==> config.mk <==
export PLATFORM = sky130hd
export DESIGN_NAME = pps_scale
export DESIGN_NICKNAME = d
export VERILOG_FILES = /design/src/sv/pps_pkg.sv /design/src/sv/pps_scale.sv
export SDC_FILE = /design/constraint.sdc
export NUM_CORES = 2
export LEC_CHECK = 0
export BUFFER_PORTS_ARGS = -buffer_cell sky130_fd_sc_hd__buf_2
export CORE_ASPECT_RATIO = 1.4
export CORE_UTILIZATION = 50
export CTS_CLUSTER_SIZE = 28
export DETAILED_ROUTE_END_ITERATION = 10
export HOLD_SLACK_MARGIN = 0.1
export PLACE_DENSITY = 0.62
export SYNTH_ARGS = -nofsm -noshare
export SYNTH_HDL_FRONTEND = slang
export SYNTH_SLANG_ARGS = --single-unit
==> constraint.sdc <==
create_clock -name i_clk -period 23 [get_ports i_clk]
set_input_delay 0 -clock i_clk [delete_from_list [all_inputs] [get_ports i_clk]]
set_output_delay 0 -clock i_clk [all_outputs]
set_load 0.02 [all_outputs]
==> src/sv/pps_pkg.sv <==
// Shared constants, types and the constant divider for the positional PID step.
// No dependencies; every other file of the block imports this package.
`timescale 1ns / 1ps

package pps_pkg;

    localparam int IN_W   = 32;
    localparam int ERR_W  = 33;
    localparam int DIFF_W = 34;
    localparam int MAG_W  = 33;
    localparam int CFG_W  = 16;
    localparam int IDX_W  = 3;
    localparam int TERM_W = 45;
    localparam int SUM_W  = 47;
    localparam int NUM_LD = 6;

    localparam logic [IDX_W-1:0] REG_GAIN_P = 3'd0;
    localparam logic [IDX_W-1:0] REG_GAIN_I = 3'd1;
    localparam logic [IDX_W-1:0] REG_GAIN_D = 3'd2;
    localparam logic [IDX_W-1:0] REG_INT_HI = 3'd3;
    localparam logic [IDX_W-1:0] REG_INT_LO = 3'd4;
    localparam logic [IDX_W-1:0] REG_DRV_HI = 3'd5;
    localparam logic [IDX_W-1:0] REG_DRV_LO = 3'd6;

    localparam logic signed [CFG_W-1:0] BOUND_HI_RST = 16'sh7fff;
    localparam logic signed [CFG_W-1:0] BOUND_LO_RST = 16'sh8000;

    // floor(v / 100) for v < 2^31: exact with a 32-bit reciprocal and a shift of 38
    localparam int          DIV_CONST   = 100;
    localparam int          RECIP_SHIFT = 38;
    localparam logic [31:0] RECIP_100   = 32'd2748779070;

    typedef struct packed {
        logic [NUM_LD-1:0] ld;
    } t_scale_ctl;

    function automatic logic [24:0] div100(input logic [30:0] v);
        logic [63:0] prod;
        prod = {33'd0, v} * {32'd0, RECIP_100};
        return prod[RECIP_SHIFT+24:RECIP_SHIFT];
    endfunction

endpackage

==> src/sv/pps_scale.sv <==
// Six-stage scaled product trunc(gain * x / 100), sign-magnitude, chunked divide by 100.
// Depends on pps_pkg (div100, t_scale_ctl); stage loads come from the top level.
`timescale 1ns / 1ps

module pps_scale (
    input  logic                              i_clk,
    input  pps_pkg::t_scale_ctl               i_ctl,
    input  logic signed [pps_pkg::CFG_W-1:0]  i_gain,
    input  logic signed [pps_pkg::DIFF_W-1:0] i_x,
    output logic signed [pps_pkg::TERM_W-1:0] o_term
);
    import pps_pkg::*;

    // stage A: magnitude
    logic [DIFF_W-1:0] n_abs;
    logic              r_a_sign;
    logic [MAG_W-1:0]  r_a_mag;

    // stage B: high chunk / 100
    logic [16:0] hi;
    logic [24:0] q_hi_full;
    logic [10:0] n_b_qhi;
    logic [16:0] hi_rem;
    logic        r_b_sign;
    logic [10:0] r_b_qhi;
    logic [22:0] r_b_v;

    // stage C: low chunk / 100
    logic [24:0] q_lo_full;
    logic [15:0] n_c_qlo;
    logic [22:0] lo_rem;
    logic        r_c_sign;
    logic [26:0] r_c_q;
    logic [6:0]  r_c_rem;

    // stage D: products with gain magnitude
    logic [CFG_W-1:0] n_gmag;
    logic [42:0]      n_d_pq;
    logic [22:0]      n_d_pr;
    logic             r_d_neg;
    logic [42:0]      r_d_pq;
    logic [22:0]      r_d_pr;

    // stage E: remainder product / 100
    logic [24:0] prq_full;
    logic        r_e_neg;
    logic [42:0] r_e_pq;
    logic [15:0] r_e_prq;

    // stage F: signed term
    logic [43:0]              n_tmag;
    logic signed [TERM_W-1:0] n_term;
    logic signed [TERM_W-1:0] r_f_term;

    assign n_abs = i_x[DIFF_W-1] ? DIFF_W'(-i_x) : DIFF_W'(i_x);

    assign hi        = r_a_mag[MAG_W-1:16];
    assign q_hi_full = div100({14'd0, hi});
    assign n_b_qhi   = q_hi_full[10:0];
    assign hi_rem    = hi - 17'(n_b_qhi) * 17'(DIV_CONST);

    assign q_lo_full = div100({8'd0, r_b_v});
    assign n_c_qlo   = q_lo_full[15:0];
    assign lo_rem    = r_b_v - 23'(n_c_qlo) * 23'(DIV_CONST);

    assign n_gmag = i_gain[CFG_W-1] ? CFG_W'(-i_gain) : CFG_W'(i_gain);
    assign n_d_pq = 43'(n_gmag) * 43'(r_c_q);
    assign n_d_pr = 23'(n_gmag) * 23'(r_c_rem);

    assign prq_full = div100({8'd0, r_d_pr});

    assign n_tmag = 44'(r_e_pq) + 44'(r_e_prq);
    assign n_term = r_e_neg ? -$signed({1'b0, n_tmag}) : $signed({1'b0, n_tmag});

    always_ff @(posedge i_clk) begin
        if (i_ctl.ld[0]) begin
            r_a_sign <= i_x[DIFF_W-1];
            r_a_mag  <= n_abs[MAG_W-1:0];
        end
        if (i_ctl.ld[1]) begin
            r_b_sign <= r_a_sign;
            r_b_qhi  <= n_b_qhi;
            r_b_v    <= {hi_rem[6:0], r_a_mag[15:0]};
        end
        if (i_ctl.ld[2]) begin
            r_c_sign <= r_b_sign;
            r_c_q    <= {r_b_qhi, n_c_qlo};
            r_c_rem  <= lo_rem[6:0];
        end
        if (i_ctl.ld[3]) begin
            r_d_neg <= r_c_sign ^ i_gain[CFG_W-1];
            r_d_pq  <= n_d_pq;
            r_d_pr  <= n_d_pr;
        end
        if (i_ctl.ld[4]) begin
            r_e_neg <= r_d_neg;
            r_e_pq  <= r_d_pq;
            r_e_prq <= prq_full[15:0];
        end
        if (i_ctl.ld[5]) begin
            r_f_term <= n_term;
        end
    end

    assign o_term = r_f_term;

endmodule

==> impl_metrics.json <==
{
  "synthCells": 5575,
  "post-route-period-util": 0.385,
  "cts_setup_buffers": 0,
  "final_common_cell": "inv_1",
  "n_antenna_cell": 0,
  "io_pins": 102,
  "final_util": 0.540,
  "areaGrowthSynthToFinish_pct": 7.08,
  "synth_seq_area_share": 0.146,
  "yosysTopAreaCellShare": 0.376,
  "worstSetupPathType": "in2reg",
  "grt_pass1_wl_mm": 213,
  "cpPeakStageDelay_ns": 0.53,
  "grt_max_degree": 61,
  "gr-total-overflow": 0,
  "fillerInstances": 10100,
  "hold_viol": 0,
  "cp_num_buf_inv": 7,
  "mostFrequentLayoutCells": "inv_1, fa_1, ha_1",
  "clock_path_buffers": 3,
  "fin_ws_ns": 14.14,
  "ys.flop_type": "edfxtp_1",
  "routedWlPerCell_um": 18.2,
  "core-area_mm2": 0.113,
  "status": "completed",
  "slew_violations": 0,
  "multiInputGateArea_mm2": 0.0424,
  "path_clk_slew_ns": 0.06,
  "fin_worst_skew_ns": 0.0279,
  "synthesis.area_mm2": 0.0569,
  "io_buffers": 101,
  "vias": 37200,
  "vias_per_cell": 5.17,
  "die_w_um": 287,
  "preCtsSetupSlack_ns": 14.09,
  "ys_async_sr_fraction": 0,
  "holdWs_ns": 0.198,
  "grt_pass1_vias": 41300,
  "clkLatencyLatePin_ns": 0.62,
  "grt_usage": 0.238,
  "hp-class": "in2reg",
  "postSynthAreaPerCell_um2": 10.2,
  "fp-row-count": 146,
  "antenna_left": 0,
  "hpwl_mm": 111,
  "synth_top_cell_by_area": "fa_1",
  "rsz0062_at_grt": "no",
  "crit_path_max_fanout": 36,
  "cp_slowest_cell": "dlygate4sd3_1",
  "timing.critical_path.arrival_ns": 9.23,
  "firstDrtPassIters": 8,
  "die_area_mm2": 0.115,
  "synth.distinct_cells": 85,
  "cts_made_buffers": 30,
  "drive_gt1_frac": 0.0416,
  "antenna_found_initial": 2,
  "period_needed_ns": 8.86,
  "htree_levels": 1,
  "gp_congestion": 0.925,
  "cts-root-buf": "clkbuf_16",
  "fin_tns_setup_ns": 0,
  "fmax_mhz": 113,
  "relSlewSlack": 0.284,
  "start_util": 0.504,
  "drtIter0Drc": 1749,
  "die_y_um": 401,
  "tightest_slew_ns": 1.06,
  "cp-start-kind": "input pin",
  "regArea_mm2": 0.00829,
  "netlist_top_cells_area": "fa_1, ha_1, edfxtp_1",
  "max_cap_viol_count": 0,
  "cp-end-kind": "flop",
  "clock-sinks": 276,
  "synth_fp_nets": 7568,
  "ys_seq_elements": 276,
  "nets": 7691,
  "synth_edf_count": 276,
  "route.final.wire_length_mm": 131,
  "tritoncts": "built",
  "ys_warn_count": 0,
  "cpMostUsedCell": "fa_1",
  "path_delay_family": "adder cells",
  "drc": 0,
  "required_ns": 23.37,
  "setup_viol": 0
}
Yosys cell counts, drive strengths merged, types with 19 or more instances:
cell    number
fa        1068
nor2        86
inv       1573
nand2b      19
nand3       42
nor2b       21
nor3        34
o21bai      23
o21ai       85
edfxtp     276
ha         868
nand4       29
a21oi      119
a21o        61
and3        23
xnor2      199
o31ai       19
xor2        51
clkbuf     102
nand2      469
and2       189
repair_timing:
action                    in CTS  in global routing
resized for setup              0                  0
hold buffers                  72                  0
hold endpoints to repair     255                  0
cells by family (layout without fill, tap and decap cells):
| logic type | after synthesis | in the layout | share of synthesized area |
|---|---|---|---|
| buf+inv | 1677 | 1824 | 0.111 |
| xor+xnor | 250 | 250 | 0.0386 |
| simple gates | 975 | 975 | 0.0828 |
| mux | 2 | 2 | 0.000374 |
| compound gates | 458 | 458 | 0.0548 |
| flops | 276 | 276 | 0.146 |
| fa+ha+maj | 1937 | 1937 | 0.567 |
worst paths after layout:
kind              cells past startpoint        from          end  slack, ns
setup / recovery                     31   i_gain[0]   r_d_pq[38]      14.14
hold / removal                        2      i_x[0]   r_a_mag[0]       0.20
setup reg to reg                     22   r_d_pr[3]  r_e_prq[15]      14.40
hold reg to reg                       0  r_d_pq[17]   r_e_pq[17]       0.41
through the flow:
step           area [um^2]  cells
3_5_place_dp         59100   7074
6_report             60900   7202
5_1_grt              60900   7202
2_1_floorplan        56900   5575
4_1_cts              60900   7202
3_3_place_gp         59100   7074
worst reg2reg max path, delay by kind of cell (launching register included):
family,cells,cell delay (ns)
fa+ha+maj,8,4.00
compound gates,9,3.39
xor+xnor,1,0.08
buf+inv,4,0.29
flops,1,0.59
per-layer routing:
| layer | wire length, um | vias up | global-route usage |
|---|---|---|---|
| met3 | 5600 | 264 | 0.0280 |
| met4 | 5380 | 2 | 0.0852 |
| met2 | 69200 | 836 | 0.442 |
| li1 | - | 17400 | - |
| met1 | 50600 | 18700 | 0.277 |
| met5 | 13 | - | 0 |
registers in the layout, indices dropped and copies added (netlist names):
| signal | count |
|---|---|
| o_term | 45 |
| r_d_pq | 43 |
| r_e_pq | 43 |
| r_a_mag | 33 |
| r_c_q | 27 |
| r_b_v | 23 |
| r_d_pr | 23 |
| r_e_prq | 16 |
| r_b_qhi | 11 |
| r_c_rem | 7 |
| r_a_sign | 1 |
| r_b_sign | 1 |
| r_c_sign | 1 |
| r_d_neg | 1 |
| r_e_neg | 1 |
final cells by class:
cell class              instances  share of cell area
multi-input cells            3622               0.696
clock buffers                  30              0.0123
flip-flops and latches        276               0.136
well taps                    1480              0.0304
repair buffers                195              0.0228
clock inverters                26             0.00534
inverters                    1573              0.0969
Power is left out: the tool's default activity adds up to more than one toggle a clock period on the data nets, which glitch-free logic cannot reach.
